## src/sv/msgc_pkg.sv

```systemverilog
// Shared opcodes, status codes and field widths of the color gradient core.
package msgc_pkg;

    localparam int LINE_WIDTH_BITS = 13;
    localparam logic [LINE_WIDTH_BITS-1:0] LINE_WIDTH_RESET = 13'd256;

    typedef enum logic [1:0] {
        OP_CLEAR  = 2'd0,
        OP_INSERT = 2'd1,
        OP_SAMPLE = 2'd2,
        OP_ALT    = 2'd3
    } t_opcode;

    typedef enum logic [1:0] {
        STAT_SAMPLED  = 2'd0,
        STAT_INSERTED = 2'd1,
        STAT_FULL     = 2'd2,
        STAT_CLEARED  = 2'd3
    } t_status;

endpackage

```

## src/sv/msgc_if.sv

```systemverilog
// Valid/ready channel interfaces for command items and result items.
interface msgc_in_if #(
    parameter int COLUMN_BITS = 12
);
    logic                   valid;
    logic                   ready;
    logic [1:0]             opcode;
    logic [15:0]            stop_position;
    logic [7:0]             stop_red;
    logic [7:0]             stop_green;
    logic [7:0]             stop_blue;
    logic [7:0]             stop_alpha;
    logic [COLUMN_BITS-1:0] pixel_column;

    modport source (output valid, opcode, stop_position, stop_red, stop_green,
                    stop_blue, stop_alpha, pixel_column, input ready);
    modport sink   (input valid, opcode, stop_position, stop_red, stop_green,
                    stop_blue, stop_alpha, pixel_column, output ready);
endinterface

interface msgc_out_if;
    logic       valid;
    logic       ready;
    logic [7:0] out_red;
    logic [7:0] out_green;
    logic [7:0] out_blue;
    logic [7:0] out_alpha;
    logic [1:0] status;
    logic [4:0] stops_held;

    modport source (output valid, out_red, out_green, out_blue, out_alpha, status,
                    stops_held, input ready);
    modport sink   (input valid, out_red, out_green, out_blue, out_alpha, status,
                    stops_held, output ready);
endinterface

```

## src/sv/msgc_ram.sv

```systemverilog
// Generic single write port, single read port RAM with registered read data.
module msgc_ram #(
    parameter int WIDTH = 48,
    parameter int DEPTH = 16,
    parameter int AW    = (DEPTH > 1) ? $clog2(DEPTH) : 1
) (
    input  logic             i_clk,
    input  logic             i_we,
    input  logic [AW-1:0]    i_waddr,
    input  logic [WIDTH-1:0] i_wdata,
    input  logic [AW-1:0]    i_raddr,
    output logic [WIDTH-1:0] o_rdata
);
    logic [WIDTH-1:0] r_mem [DEPTH];
    logic [WIDTH-1:0] r_rdata;

    always_ff @(posedge i_clk) begin
        if (i_we) begin
            r_mem[i_waddr] <= i_wdata;
        end
        r_rdata <= r_mem[i_raddr];
    end

    assign o_rdata = r_rdata;
endmodule

```

## src/sv/multi_stop_color_gradient_core.sv

```systemverilog
// Multi-stop linear color gradient: sorted stop table, sampler and result register.
//
//  channel   | dir | handshake         | payload
//  ----------+-----+-------------------+------------------------------------------
//  i_item    | in  | valid/ready       | opcode, stop_position, stop RGBA, column
//  o_result  | out | valid/ready       | RGBA, status, stops_held
//  i_cfg_*   | in  | write enable only | line_width (13 bits)
//
// Clear, rejected insert and empty-table sample go straight to S_DONE and the result
// register. Insert walks down the table through the one read port of the stop RAM,
// with a read (S_IRD) and a compare (S_ICMP) per stop moved up one slot.
// Sample: the scan costs a RAM read and one pass through the shared multiplier per
// stop, S_SETUP sets up the span, then each channel takes two multiplier passes and
// an 8-step restoring divide.
// Reset (synchronous, active low) empties the table and sets line_width to 256;
// the stop RAM itself is not cleared. One transaction is in work at a time; the
// next is taken while a finished result still waits for o_result.ready.
module multi_stop_color_gradient_core
    import msgc_pkg::*;
#(
    parameter int MAX_STOPS   = 16,
    parameter int COLUMN_BITS = 12
) (
    input  logic                       i_clk,
    input  logic                       i_rst_n,
    msgc_in_if.sink                    i_item,
    msgc_out_if.source                 o_result,
    input  logic                       i_cfg_we,
    input  logic [LINE_WIDTH_BITS-1:0] i_cfg_wdata
);
    localparam int AW = (MAX_STOPS > 1) ? $clog2(MAX_STOPS) : 1;
    localparam int CW = $clog2(MAX_STOPS + 1);
    localparam int PW = (COLUMN_BITS + 16 > 16 + LINE_WIDTH_BITS) ?
                        COLUMN_BITS + 16 : 16 + LINE_WIDTH_BITS;
    localparam int VW = PW + 8;
    localparam int RW = PW + 9;
    localparam int EW = 48;

    typedef enum logic [10:0] {
        S_IDLE  = 11'b000_0000_0001,
        S_IRD   = 11'b000_0000_0010,
        S_ICMP  = 11'b000_0000_0100,
        S_SRD   = 11'b000_0000_1000,
        S_SMUL  = 11'b000_0001_0000,
        S_SCMP  = 11'b000_0010_0000,
        S_SETUP = 11'b000_0100_0000,
        S_VA    = 11'b000_1000_0000,
        S_VB    = 11'b001_0000_0000,
        S_DIV   = 11'b010_0000_0000,
        S_DONE  = 11'b100_0000_0000
    } t_state;

    t_state                     r_state;
    logic [LINE_WIDTH_BITS-1:0] r_width;
    logic [CW-1:0]              r_count;
    logic [CW-1:0]              r_j;
    logic [CW-1:0]              r_k;
    logic [EW-1:0]              r_new;
    logic [PW-1:0]              r_d;
    logic [PW-1:0]              r_xs;
    logic [31:0]                r_cur_col;
    logic [31:0]                r_prev_col;
    logic [31:0]                r_first_col;
    logic [PW-1:0]              r_mcur;
    logic [PW-1:0]              r_mprev;
    logic [PW-1:0]              r_mfirst;
    logic [31:0]                r_c0;
    logic [31:0]                r_c1;
    logic [PW-1:0]              r_m0;
    logic [PW-1:0]              r_m1;
    logic [PW-1:0]              r_den;
    logic [PW-1:0]              r_num;
    logic [PW-1:0]              r_dmn;
    logic [1:0]                 r_ch;
    logic [VW-1:0]              r_v;
    logic [RW-1:0]              r_rem;
    logic [RW-1:0]              r_dvs;
    logic [2:0]                 r_bit;
    logic [7:0]                 r_q;
    logic [3:0][7:0]            r_res;
    t_status                    r_stat;
    logic                       r_ovalid;
    logic [3:0][7:0]            r_ocol;
    t_status                    r_ostat;
    logic [4:0]                 r_oheld;

    // RAM and shared multiplier
    logic                ram_we;
    logic [AW-1:0]       ram_waddr;
    logic [EW-1:0]       ram_wdata;
    logic [AW-1:0]       ram_raddr;
    logic [EW-1:0]       ram_rdata;
    logic [15:0]         mul_a;
    logic [PW-1:0]       mul_b;
    logic [PW+15:0]      mul_p;
    logic [CW-1:0]       j_m1;
    logic [CW-1:0]       k_p1;
    logic [PW-1:0]       den_c;
    logic [PW-1:0]       diff_c;
    logic [PW-1:0]       num_c;
    logic                out_free;
    logic [COLUMN_BITS-1:0] col_x;

    msgc_ram #(.WIDTH(EW), .DEPTH(MAX_STOPS), .AW(AW)) u_stop_ram (
        .i_clk  (i_clk),
        .i_we   (ram_we),
        .i_waddr(ram_waddr),
        .i_wdata(ram_wdata),
        .i_raddr(ram_raddr),
        .o_rdata(ram_rdata)
    );

    assign j_m1     = r_j - 1'b1;
    assign k_p1     = r_k + 1'b1;
    assign out_free = !r_ovalid || o_result.ready;
    assign col_x    = i_item.pixel_column;

    always_comb begin
        ram_we    = 1'b0;
        ram_waddr = r_j[AW-1:0];
        ram_wdata = r_new;
        ram_raddr = '0;
        case (r_state)
            S_IRD: begin
                if (r_j == '0) begin
                    ram_we = 1'b1;
                end else begin
                    ram_raddr = j_m1[AW-1:0];
                end
            end
            S_ICMP: begin
                ram_we = 1'b1;
                if (ram_rdata[15:0] > r_new[15:0]) begin
                    ram_wdata = ram_rdata;
                end
            end
            S_SRD: ram_raddr = r_k[AW-1:0];
            default: ;
        endcase
    end

    // one multiplier shared by the table scan and the channel blend
    always_comb begin
        mul_a = ram_rdata[15:0];
        mul_b = r_d;
        case (r_state)
            S_VA: begin
                mul_a = 16'(r_c0[8*r_ch +: 8]);
                mul_b = r_dmn;
            end
            S_VB: begin
                mul_a = 16'(r_c1[8*r_ch +: 8]);
                mul_b = r_num;
            end
            default: ;
        endcase
        mul_p = (PW+16)'(mul_a) * (PW+16)'(mul_b);
    end

    // span and clamped offset of the chosen segment
    always_comb begin
        den_c  = r_m1 - r_m0;
        diff_c = r_xs - r_m0;
        if (r_xs < r_m0) begin
            num_c = '0;
        end else if (diff_c > den_c) begin
            num_c = den_c;
        end else begin
            num_c = diff_c;
        end
        if (r_m1 == r_m0) begin
            den_c = PW'(1);
            num_c = '0;
        end
    end

    assign i_item.ready = (r_state == S_IDLE);

    always_ff @(posedge i_clk) begin
        if (!i_rst_n) begin
            r_state  <= S_IDLE;
            r_width  <= LINE_WIDTH_RESET;
            r_count  <= '0;
            r_ovalid <= 1'b0;
        end else begin
            if (i_cfg_we) begin
                r_width <= i_cfg_wdata;
            end
            // drop the result once taken, unless a new one replaces it this cycle
            if (o_result.ready && r_state != S_DONE) begin
                r_ovalid <= 1'b0;
            end
            case (r_state)
                S_IDLE: begin
                    if (i_item.valid) begin
                        r_new <= {i_item.stop_alpha, i_item.stop_blue, i_item.stop_green,
                                  i_item.stop_red, i_item.stop_position};
                        r_j   <= r_count;
                        r_k   <= '0;
                        if (r_width > LINE_WIDTH_BITS'(1)) begin
                            r_d  <= PW'(r_width - 1'b1);
                            r_xs <= PW'({col_x, 16'b0}) - PW'(col_x);
                        end else begin
                            r_d  <= PW'(1);
                            r_xs <= '0;
                        end
                        case (t_opcode'(i_item.opcode))
                            OP_CLEAR: begin
                                r_res   <= '0;
                                r_count <= '0;
                                r_stat  <= STAT_CLEARED;
                                r_state <= S_DONE;
                            end
                            OP_INSERT: begin
                                r_res <= '0;
                                if (r_count >= CW'(MAX_STOPS)) begin
                                    r_stat  <= STAT_FULL;
                                    r_state <= S_DONE;
                                end else begin
                                    r_stat  <= STAT_INSERTED;
                                    r_state <= S_IRD;
                                end
                            end
                            default: begin
                                r_stat <= STAT_SAMPLED;
                                if (r_count == '0) begin
                                    // empty table reads as opaque black
                                    r_res   <= {8'hFF, 8'h00, 8'h00, 8'h00};
                                    r_state <= S_DONE;
                                end else begin
                                    r_state <= S_SRD;
                                end
                            end
                        endcase
                    end
                end
                // walk down from the top, moving each larger stop up one slot
                S_IRD: begin
                    if (r_j == '0) begin
                        r_count <= r_count + 1'b1;
                        r_state <= S_DONE;
                    end else begin
                        r_state <= S_ICMP;
                    end
                end
                S_ICMP: begin
                    if (ram_rdata[15:0] > r_new[15:0]) begin
                        r_j     <= j_m1;
                        r_state <= S_IRD;
                    end else begin
                        r_count <= r_count + 1'b1;
                        r_state <= S_DONE;
                    end
                end
                S_SRD: r_state <= S_SMUL;
                S_SMUL: begin
                    r_cur_col <= ram_rdata[47:16];
                    r_mcur    <= mul_p[PW-1:0];
                    r_state   <= S_SCMP;
                end
                // first segment that encloses u, else first and last stop
                S_SCMP: begin
                    if (r_k != '0 && r_mprev <= r_xs && r_xs <= r_mcur) begin
                        r_c0    <= r_prev_col;
                        r_m0    <= r_mprev;
                        r_c1    <= r_cur_col;
                        r_m1    <= r_mcur;
                        r_state <= S_SETUP;
                    end else if (k_p1 == r_count) begin
                        r_c0    <= (r_k == '0) ? r_cur_col : r_first_col;
                        r_m0    <= (r_k == '0) ? r_mcur : r_mfirst;
                        r_c1    <= r_cur_col;
                        r_m1    <= r_mcur;
                        r_state <= S_SETUP;
                    end else begin
                        if (r_k == '0) begin
                            r_first_col <= r_cur_col;
                            r_mfirst    <= r_mcur;
                        end
                        r_prev_col <= r_cur_col;
                        r_mprev    <= r_mcur;
                        r_k        <= k_p1;
                        r_state    <= S_SRD;
                    end
                end
                S_SETUP: begin
                    r_den   <= den_c;
                    r_num   <= num_c;
                    r_dmn   <= den_c - num_c;
                    r_ch    <= '0;
                    r_state <= S_VA;
                end
                S_VA: begin
                    r_v     <= mul_p[VW-1:0];
                    r_state <= S_VB;
                end
                // dividend 2v + den over divisor 2*den rounds half up
                S_VB: begin
                    r_rem   <= {r_v + mul_p[VW-1:0], 1'b0} + RW'(r_den);
                    r_dvs   <= {1'b0, r_den, 8'b0};
                    r_bit   <= 3'd7;
                    r_q     <= '0;
                    r_state <= S_DIV;
                end
                S_DIV: begin
                    if (r_rem >= r_dvs) begin
                        r_rem <= r_rem - r_dvs;
                    end
                    r_q[r_bit] <= (r_rem >= r_dvs);
                    r_dvs      <= r_dvs >> 1;
                    r_bit      <= r_bit - 1'b1;
                    if (r_bit == 3'd0) begin
                        r_res[r_ch] <= {r_q[7:1], (r_rem >= r_dvs)};
                        r_ch        <= r_ch + 1'b1;
                        r_state     <= (r_ch == 2'd3) ? S_DONE : S_VA;
                    end
                end
                // hold until the result register is free
                S_DONE: begin
                    if (out_free) begin
                        r_ovalid <= 1'b1;
                        r_ocol   <= r_res;
                        r_ostat  <= r_stat;
                        r_oheld  <= 5'(r_count);
                        r_state  <= S_IDLE;
                    end
                end
                default: r_state <= S_IDLE;
            endcase
        end
    end

    assign o_result.valid      = r_ovalid;
    assign o_result.out_red    = r_ocol[0];
    assign o_result.out_green  = r_ocol[1];
    assign o_result.out_blue   = r_ocol[2];
    assign o_result.out_alpha  = r_ocol[3];
    assign o_result.status     = r_ostat;
    assign o_result.stops_held = r_oheld;

    a_count_bound: assert property (@(posedge i_clk) disable iff (!i_rst_n)
        r_count <= CW'(MAX_STOPS))
        else $error("stop count above table depth");

    a_div_range: assert property (@(posedge i_clk) disable iff (!i_rst_n)
        r_state == S_DIV |-> ({1'b0, r_rem} < {r_dvs, 1'b0}))
        else $error("divide remainder out of range");

    a_insert_grows: assert property (@(posedge i_clk) disable iff (!i_rst_n)
        (r_state == S_IRD && r_j == '0) |=> r_count == $past(r_count) + 1'b1)
        else $error("insert did not add a stop");
endmodule

```

## src/flat_wrapper.sv

```systemverilog
// flat-port wrapper written by rule: the top's interface ports become plain ports
module multi_stop_color_gradient_core_flat import msgc_pkg::*;
#(
    parameter int MAX_STOPS   = 16,
    parameter int COLUMN_BITS = 12
)
  (i_clk, i_rst_n, i_cfg_we, i_cfg_wdata, i_item_valid, i_item_opcode, i_item_stop_position, i_item_stop_red, i_item_stop_green, i_item_stop_blue, i_item_stop_alpha, i_item_pixel_column, i_item_ready, o_result_valid, o_result_out_red, o_result_out_green, o_result_out_blue, o_result_out_alpha, o_result_status, o_result_stops_held, o_result_ready);
  msgc_in_if #(.COLUMN_BITS(COLUMN_BITS)) i_item_i ();
  msgc_out_if o_result_i ();
  input  logic i_clk;
  input  logic i_rst_n;
  input  logic i_cfg_we;
  input  logic [LINE_WIDTH_BITS-1:0] i_cfg_wdata;
  input wire logic [$bits(i_item_i.valid)-1:0] i_item_valid;
  input wire logic [$bits(i_item_i.opcode)-1:0] i_item_opcode;
  input wire logic [$bits(i_item_i.stop_position)-1:0] i_item_stop_position;
  input wire logic [$bits(i_item_i.stop_red)-1:0] i_item_stop_red;
  input wire logic [$bits(i_item_i.stop_green)-1:0] i_item_stop_green;
  input wire logic [$bits(i_item_i.stop_blue)-1:0] i_item_stop_blue;
  input wire logic [$bits(i_item_i.stop_alpha)-1:0] i_item_stop_alpha;
  input wire logic [$bits(i_item_i.pixel_column)-1:0] i_item_pixel_column;
  output wire logic [$bits(i_item_i.ready)-1:0] i_item_ready;
  output wire logic [$bits(o_result_i.valid)-1:0] o_result_valid;
  output wire logic [$bits(o_result_i.out_red)-1:0] o_result_out_red;
  output wire logic [$bits(o_result_i.out_green)-1:0] o_result_out_green;
  output wire logic [$bits(o_result_i.out_blue)-1:0] o_result_out_blue;
  output wire logic [$bits(o_result_i.out_alpha)-1:0] o_result_out_alpha;
  output wire logic [$bits(o_result_i.status)-1:0] o_result_status;
  output wire logic [$bits(o_result_i.stops_held)-1:0] o_result_stops_held;
  input wire logic [$bits(o_result_i.ready)-1:0] o_result_ready;
  assign i_item_i.valid = i_item_valid;
  assign i_item_i.opcode = i_item_opcode;
  assign i_item_i.stop_position = i_item_stop_position;
  assign i_item_i.stop_red = i_item_stop_red;
  assign i_item_i.stop_green = i_item_stop_green;
  assign i_item_i.stop_blue = i_item_stop_blue;
  assign i_item_i.stop_alpha = i_item_stop_alpha;
  assign i_item_i.pixel_column = i_item_pixel_column;
  assign i_item_ready = i_item_i.ready;
  assign o_result_valid = o_result_i.valid;
  assign o_result_out_red = o_result_i.out_red;
  assign o_result_out_green = o_result_i.out_green;
  assign o_result_out_blue = o_result_i.out_blue;
  assign o_result_out_alpha = o_result_i.out_alpha;
  assign o_result_status = o_result_i.status;
  assign o_result_stops_held = o_result_i.stops_held;
  assign o_result_i.ready = o_result_ready;
  multi_stop_color_gradient_core #(.MAX_STOPS(MAX_STOPS), .COLUMN_BITS(COLUMN_BITS)) u_core (.i_clk(i_clk), .i_rst_n(i_rst_n), .i_item(i_item_i), .o_result(o_result_i), .i_cfg_we(i_cfg_we), .i_cfg_wdata(i_cfg_wdata));
endmodule
```

## config.mk

```make
export PLATFORM = sky130hd
export DESIGN_NAME = multi_stop_color_gradient_core_flat
export DESIGN_NICKNAME = d
export VERILOG_FILES = /design/src/sv/msgc_pkg.sv /design/src/sv/msgc_if.sv /design/src/sv/msgc_ram.sv /design/src/sv/multi_stop_color_gradient_core.sv /design/src/flat_wrapper.sv
export SDC_FILE = /design/constraint.sdc
export NUM_CORES = 2
export LEC_CHECK = 0
export ABC_CLOCK_PERIOD_IN_PS = 32600
export CORE_ASPECT_RATIO = 1.25
export CORE_UTILIZATION = 30
export DETAILED_ROUTE_END_ITERATION = 6
export DONT_BUFFER_PORTS = 1
export GPL_ROUTABILITY_DRIVEN = 0
export GPL_TIMING_DRIVEN = 1
export MAX_ROUTING_LAYER = met4
export SLEW_MARGIN = 20
export SYNTH_ARGS = -nofsm -noshare
export SYNTH_HDL_FRONTEND = slang
export SYNTH_SLANG_ARGS = --single-unit
```

## constraint.sdc

```tcl
create_clock -name i_clk -period 32.6 [get_ports i_clk]
set_input_delay 6.52 -clock i_clk [delete_from_list [all_inputs] [get_ports i_clk]]
set_output_delay 6.52 -clock i_clk [all_outputs]
set_load 0.1 [all_outputs]
```

Word level (Yosys, flattened, before mapping). Memories as Yosys holds them, arrays and structs flattened. A register that Yosys moved wholly into a read port is not among the register bits. Index checks and enable logic that the tools add are counted. Widths: inputs -> output; s select.

Register bits after elaboration: 737. Bits in writable memories: 768. Memories: 1. Output and inout bits: 41.

Memories: u_core.u_stop_ram.r_mem (depth 16, width 48, read ports 1, clocked after memory_dff 1, write ports 1, RTL line msgc_ram.sv:14) `logic [WIDTH-1:0] r_mem [DEPTH];`.

Bitwise operators: 2. Multipliers: 1. Add/subtract/negate cells: 13. Reductions and logical operators: 36. Multiplexer cells: 71. Shift operators: 2. Equal/unequal tests: 27. Order comparisons: 12.

Operator list (count): $mux 32 (9); $mux 29 (9); $pmux 38 s2 (2); $pmux 11 s11 (1); $mux 11 (9); $mux 48 (2); $sub 29x29->29 (3); $pmux 32 s2 (1); $shiftx 32x6->8 (2); $le 29x29->1 (2); $pmux 29 s2 (1); $mux 5 (9); $add 38x29->38 (1); $ge 38x38->1 (1); $mux 38 (1); $sub 38x38->38 (1); $add 37x37->37 (1); $mul 16x29->37 (1); $bwmux 32 (1); $pmux 16 s2 (1); $eq 29x29->1 (1); $gt 29x29->1 (1); $lt 29x29->1 (1); $sub 28x12->29 (1); 61 further kinds (102).

Logic depth before layout (Yosys ltp).
Word-level depth: 7. Depth in mapped cells: 54.

Hierarchy. From an unflattened synthesis, not the netlist that was laid out.

Cells, all modules: 6170. Area, all modules: 82581.7 µm².

Modules (own cells, without submodules): multi_stop_color_gradient_core (area each 52890.7 µm², seq. area each 21320.4 µm², instances 1, cells each 4928); msgc_ram (area each 29691.0 µm², seq. area each 24023.0 µm², instances 1, cells each 1242).

Worst setup path before layout. No wires, ideal clock.

Path kind: input to register. Start: in i_rst_n. End: reg u_core.r_c0[0], enable pin. Data required time: 31.956 ns. Cell stages on the path: 3. Arrival: 12.771 ns. Path slack: 19.186 ns. Cells stage by stage: clkbuf_1 > nand2_1 > a21oi_1.

Longest elaborated chain between the ends: 1.

RTL lines: start: declaration (RTL line flat_wrapper.sv:11) `input logic i_rst_n;`; $reduce_and 3->1 (no source line); end signal: assignment (RTL line multi_stop_color_gradient_core.sv:264) `r_c0 <= r_prev_col;`; end signal: assignment (RTL line multi_stop_color_gradient_core.sv:270) `r_c0 <= (r_k == '0) ? r_cur_col : r_first_col;`; end: declaration (RTL line multi_stop_color_gradient_core.sv:67) `logic [31:0] r_c0;`.

Every way passes these cells. A chain may end at the register's enable or synchronous reset.

Final worst setup path.
Start: reg u_core.r_state[10]. End: reg u_core.r_rem[37], data pin.

Longest elaborated chain between the ends: 6. Elaborated cells between the ends (all ways): 9. Those cells by class: add/sub: 2; mul: 1; eq/ne: 3; mux: 3.

RTL lines: start: declaration (RTL line multi_stop_color_gradient_core.sv:53) `t_state r_state;`; start signal: assignment (RTL line multi_stop_color_gradient_core.sv:315) `r_state <= (r_ch == 2'd3) ? S_DONE : S_VA;`; $eq 11x9->1 / $eq 11x8->1 (equally long branches) (RTL line multi_stop_color_gradient_core.sv:146) `case (r_state)`; $pmux 16 s2 / $pmux 29 s2 (equally long branches) (RTL line multi_stop_color_gradient_core.sv:146); $mul 16x29->37 * (RTL line multi_stop_color_gradient_core.sv:157) `mul_p = (PW+16)'(mul_a) * (PW+16)'(mul_b);`; via u_core.mul_p[16] (RTL line multi_stop_color_gradient_core.sv:95) `logic [PW+15:0] mul_p;`; $add 37x37->37 * (RTL line multi_stop_color_gradient_core.sv:299) `r_rem <= {r_v + mul_p[VW-1:0], 1'b0} + RW'(r_den);`; $add 38x29->38 * (RTL line multi_stop_color_gradient_core.sv:299); $pmux 38 s2 * (RTL line multi_stop_color_gradient_core.sv:193) `case (r_state)`; end signal: assignment (RTL line multi_stop_color_gradient_core.sv:299); end signal: assignment (RTL line multi_stop_color_gradient_core.sv:307) `r_rem <= r_rem - r_dvs;`; end: declaration (RTL line multi_stop_color_gradient_core.sv:76) `logic [RW-1:0] r_rem;`.

The timed path passes the listed nets; every way through them passes the cells marked *.

==> reports/qor.txt <==
CLOCK TREE
-----------------------------------------------------------------------------------------------
Inserted Clock Buffers ...........................................................          163
Root buffer cell ................................................................. sky130_fd_sc_hd__clkbuf_16
Clock input transition at the sequential cells of the worst setup and hold paths .        60 ps
Longest Clk Path Bufs ............................................................            3
Worst-skew pair later-pin latency ................................................       830 ps
Total clock sinks ................................................................         1536
Number of buffers added to fix hold violations after cts .........................            0
# H-tree levels ..................................................................            4
Post-CTS resize count ............................................................            0
Post-CTS Setup Inserts ...........................................................            0
TritonCTS clock tree .............................................................          yes

WORST SETUP PATH
-----------------------------------------------------------------------------------------------
Slowest CP cell .................................................................. sky130_fd_sc_hd__o21a_1
Flop-to-flop setup slack .........................................................     19180 ps
WP data arrival ..................................................................     13970 ps
Total buffers and inverters traversed by the critical path .......................            4
Crit path kind ...................................................................      reg2reg
Startpoint Class .................................................................    flip-flop
Maximum single-stage delay on the critical path ..................................       690 ps
Type of destination of the critical path .........................................    flip-flop
Worst reg2reg endpoint ........................................................... u_core.r_rem[37]
Delay-heaviest family, CP ........................................................ compound AO/OA/AOI/OAI gates
Startpoint of the worst register-to-register path ................................ u_core.r_state[10]
Cell count of the worst reg-to-reg path ..........................................           46
WP data required .................................................................     33160 ps
Max Fanout on Critical Path ......................................................           77
Worst path most repeated cell .................................................... sky130_fd_sc_hd__fa_1

PLACE
-----------------------------------------------------------------------------------------------
Hpwl dp ..........................................................................    158000 um
Placed Cells .....................................................................        10700
Count of buffers from port buffering .............................................            0
Pre-CTS worst setup slack ........................................................     19370 ps

HOLD PATH
-----------------------------------------------------------------------------------------------
Startpoint of the tightest hold check path ....................................... u_core.r_stat[0]
Sink of the worst hold path ...................................................... u_core.o_result.status[0]
Hold Path Stages .................................................................            0
Tightest Hold Check Type .........................................................      reg2reg

TIMING
-----------------------------------------------------------------------------------------------
Worst slew margin ................................................................        24.0%
Final-report setup violation count ...............................................            0
Max Clock Freq ...................................................................     74.5 MHz
Clock skew after layout ..........................................................      34.7 ps
RSZ-0062 raised after global routing .............................................        false
Max Transition Viols Final .......................................................            0
Hold violation total from the final report .......................................            0
Post-layout minimum cycle time ...................................................     13420 ps
Portion of the clock cycle consumed by the worst path in the final layout ........        41.2%
Setup TNS Final ..................................................................         0 ps
Transition time of the tightest slew-check pin ...................................      1140 ps
Final-layout worst hold slack ....................................................       409 ps
Smallest setup slack after layout ................................................     19180 ps

FINAL LAYOUT
-----------------------------------------------------------------------------------------------
Fillers ..........................................................................        27500
Share of final-layout standard cells stronger than drive strength 1 ..............        8.42%
Most common library cell in the layout ignoring fill and taps .................... sky130_fd_sc_hd__edfxtp_1
Number of standard cells in the layout, taps in and fillers out ..................        11000
Area Overhead vs Synth ...........................................................        11.6%
Most frequent cells in the layout ................................................ sky130_fd_sc_hd__edfxtp_1 (1458), sky130_fd_sc_hd__nand2_1 (1231), sky130_fd_sc_hd__inv_1 (663)
Nets@finish ......................................................................         8002

YOSYS
-----------------------------------------------------------------------------------------------
Proportion of synthesized chip area in sequential cells ..........................        53.9%
Cells taking the most area after synthesis ....................................... sky130_fd_sc_hd__edfxtp_1 (52%), sky130_fd_sc_hd__fa_1 (8.5%), sky130_fd_sc_hd__ha_1 (5.8%), sky130_fd_sc_hd__nand2_1 (5.5%), sky130_fd_sc_hd__inv_1 (3.0%)
Synth warn .......................................................................            0
Yosys top cell area share ........................................................        52.0%
Cell taking the most area after synthesis ........................................ sky130_fd_sc_hd__edfxtp_1
Leading register cell type out of synthesis ...................................... sky130_fd_sc_hd__edfxtp_1
Fraction of registers with async set/reset .......................................           0%
Net Count, Synth .................................................................         8046
Combined area of all synthesized cells ...........................................  84200 sq um
EDFF count, synth ................................................................         1458
Register bit count reported by yosys .............................................         1536
Library cells used by synthesis ..................................................           95
Post-synthesis average cell area .................................................   11.7 sq um
Number of cells produced by synthesis ............................................         7221

GRT
-----------------------------------------------------------------------------------------------
Pin count of the biggest net entering global routing .............................          197
M1 GR Usage ......................................................................        19.4%
Initial antenna violation count ..................................................           13
Most utilized layer in the global route result ...................................         met2
Met3 capacity usage during global routing ........................................        2.30%
Vias in the first global route ...................................................        56000
Met2 Use GR ......................................................................        28.7%
Final global-route overflow total ................................................            0
Total GRT Usage ..................................................................        16.8%
Wire length of the first global-routing pass .....................................    348000 um

DRT
-----------------------------------------------------------------------------------------------
DRT Wirelength ...................................................................    233000 um
DRC violations left ..............................................................            0
Violation count after the first detailed-routing iteration .......................         4537
Remaining antenna violation count ................................................            0
Routed vias ......................................................................        55800
Drt first pass iters .............................................................            6
Post-DR wirelength/cell ..........................................................      21.1 um
Detail-routed via count per cell .................................................         5.06

FLOORPLAN
-----------------------------------------------------------------------------------------------
Die outline area ................................................................. 283000 sq um
Floorplan Core Area .............................................................. 279000 sq um
DIE HEIGHT .......................................................................       594 um
Number of core rows ..............................................................          217
Number of top-level pins .........................................................          121
Initial Utilization ..............................................................        30.1%
Horizontal die dimension .........................................................       476 um

OUTCOME
-----------------------------------------------------------------------------------------------
Status ...........................................................................    completed

JOB
-----------------------------------------------------------------------------------------------
Number of maximum-capacitance constraint violations ..............................            0

state kept, by name (all words and copies together) (netlist names), 32 cells and up:
| signal | cells |
|---|---|
| u_core.r_c0 | 32 |
| u_core.r_c1 | 32 |
| u_core.r_cur_col | 32 |
| u_core.r_dvs | 37 |
| u_core.r_first_col | 32 |
| u_core.r_new | 48 |
| u_core.r_prev_col | 32 |
| u_core.r_rem | 38 |
| u_core.r_res | 32 |
| u_core.r_v | 37 |
| u_core.u_stop_ram.o_rdata | 48 |
| u_core.u_stop_ram.r_mem | 768 |
synthesized netlist by cell type (all sizes together) (109+ instances only):
master and number:
edfxtp 1458, nand2 1232, inv 664, ha 389, fa 356, nor2 355, a21oi 281, nand3 273
clkbuf 216, o21ai 209, mux2 171, xnor2 162, a311oi 148, and3 148, a21o 109
worst max path at each step:
stage | endpoint | startpoint | slack, ps | cells past startpoint
detailed placement | u_core.r_rem[37] | u_core.r_state[10] | 19370 | 46
floorplan | u_core.r_c0[0] | i_rst_n | 19190 | 3
CTS | u_core.r_rem[37] | u_core.r_state[10] | 19360 | 46
global placement | u_core.r_rem[37] | u_core.r_state[10] | 19490 | 49
global route | u_core.r_rem[37] | u_core.r_state[10] | 18230 | 46
finish | u_core.r_rem[37] | u_core.r_state[10] | 19180 | 46
worst register-to-register path: cells and delay by family (launching register included):
| family | cells | cell delay [ps] |
|---|---|---|
| xor+xnor | 4 | 760 |
| flops | 1 | 340 |
| fa+ha+maj | 9 | 4050 |
| simple gates | 12 | 2890 |
| buf+inv | 4 | 860 |
| compound gates | 17 | 4250 |
cell families (layout without fill, tap and decap cells):
family	Yosys count	count (layout)	share of synthesized area (%)
AOI/OAI and AO/OA	1095	1095	8.69
xor gates and xnor gates	239	239	2.51
adders and majority gates	745	745	14.2
buffers and inverters	971	1063	4.60
DFF	1536	1536	53.9
muxes	251	251	3.48
other	1	6	0.00445
and+or+nand+nor	2383	2383	12.6
through the flow:
stage	cell area, sq um	util (%)
finish	93900	33.6
global route	93900	33.6
CTS	93900	33.6
floorplan	84200	-
detailed placement	88500	31.7
global placement	88500	31.7
cell type report:
| cell class | count | area, sq um | share of cell area, % |
|---|---|---|---|
| Clock buffer | 209 | 4370 | 4.65 |
| Clock inverter | 92 | 982 | 1.05 |
| Sequential cell | 1536 | 45300 | 48.3 |
| Inverter | 665 | 2500 | 2.66 |
| Timing Repair Buffer | 97 | 766 | 0.815 |
| Tap cell | 3723 | 4660 | 4.96 |
| Antenna cell | 5 | 12.5 | 0.0133 |
| Multi-Input combinational cell | 4714 | 35300 | 37.6 |
metal layers:
metal  part of all wire (%)  wire length, um
met5                      0                0
met4                    4.7            10900
met3                    5.3            12300
met2                     51           118000
met1                     39            91900
Power is not shown: default switching activity piles up to over one toggle a cycle in this logic, so the estimate is an artifact.
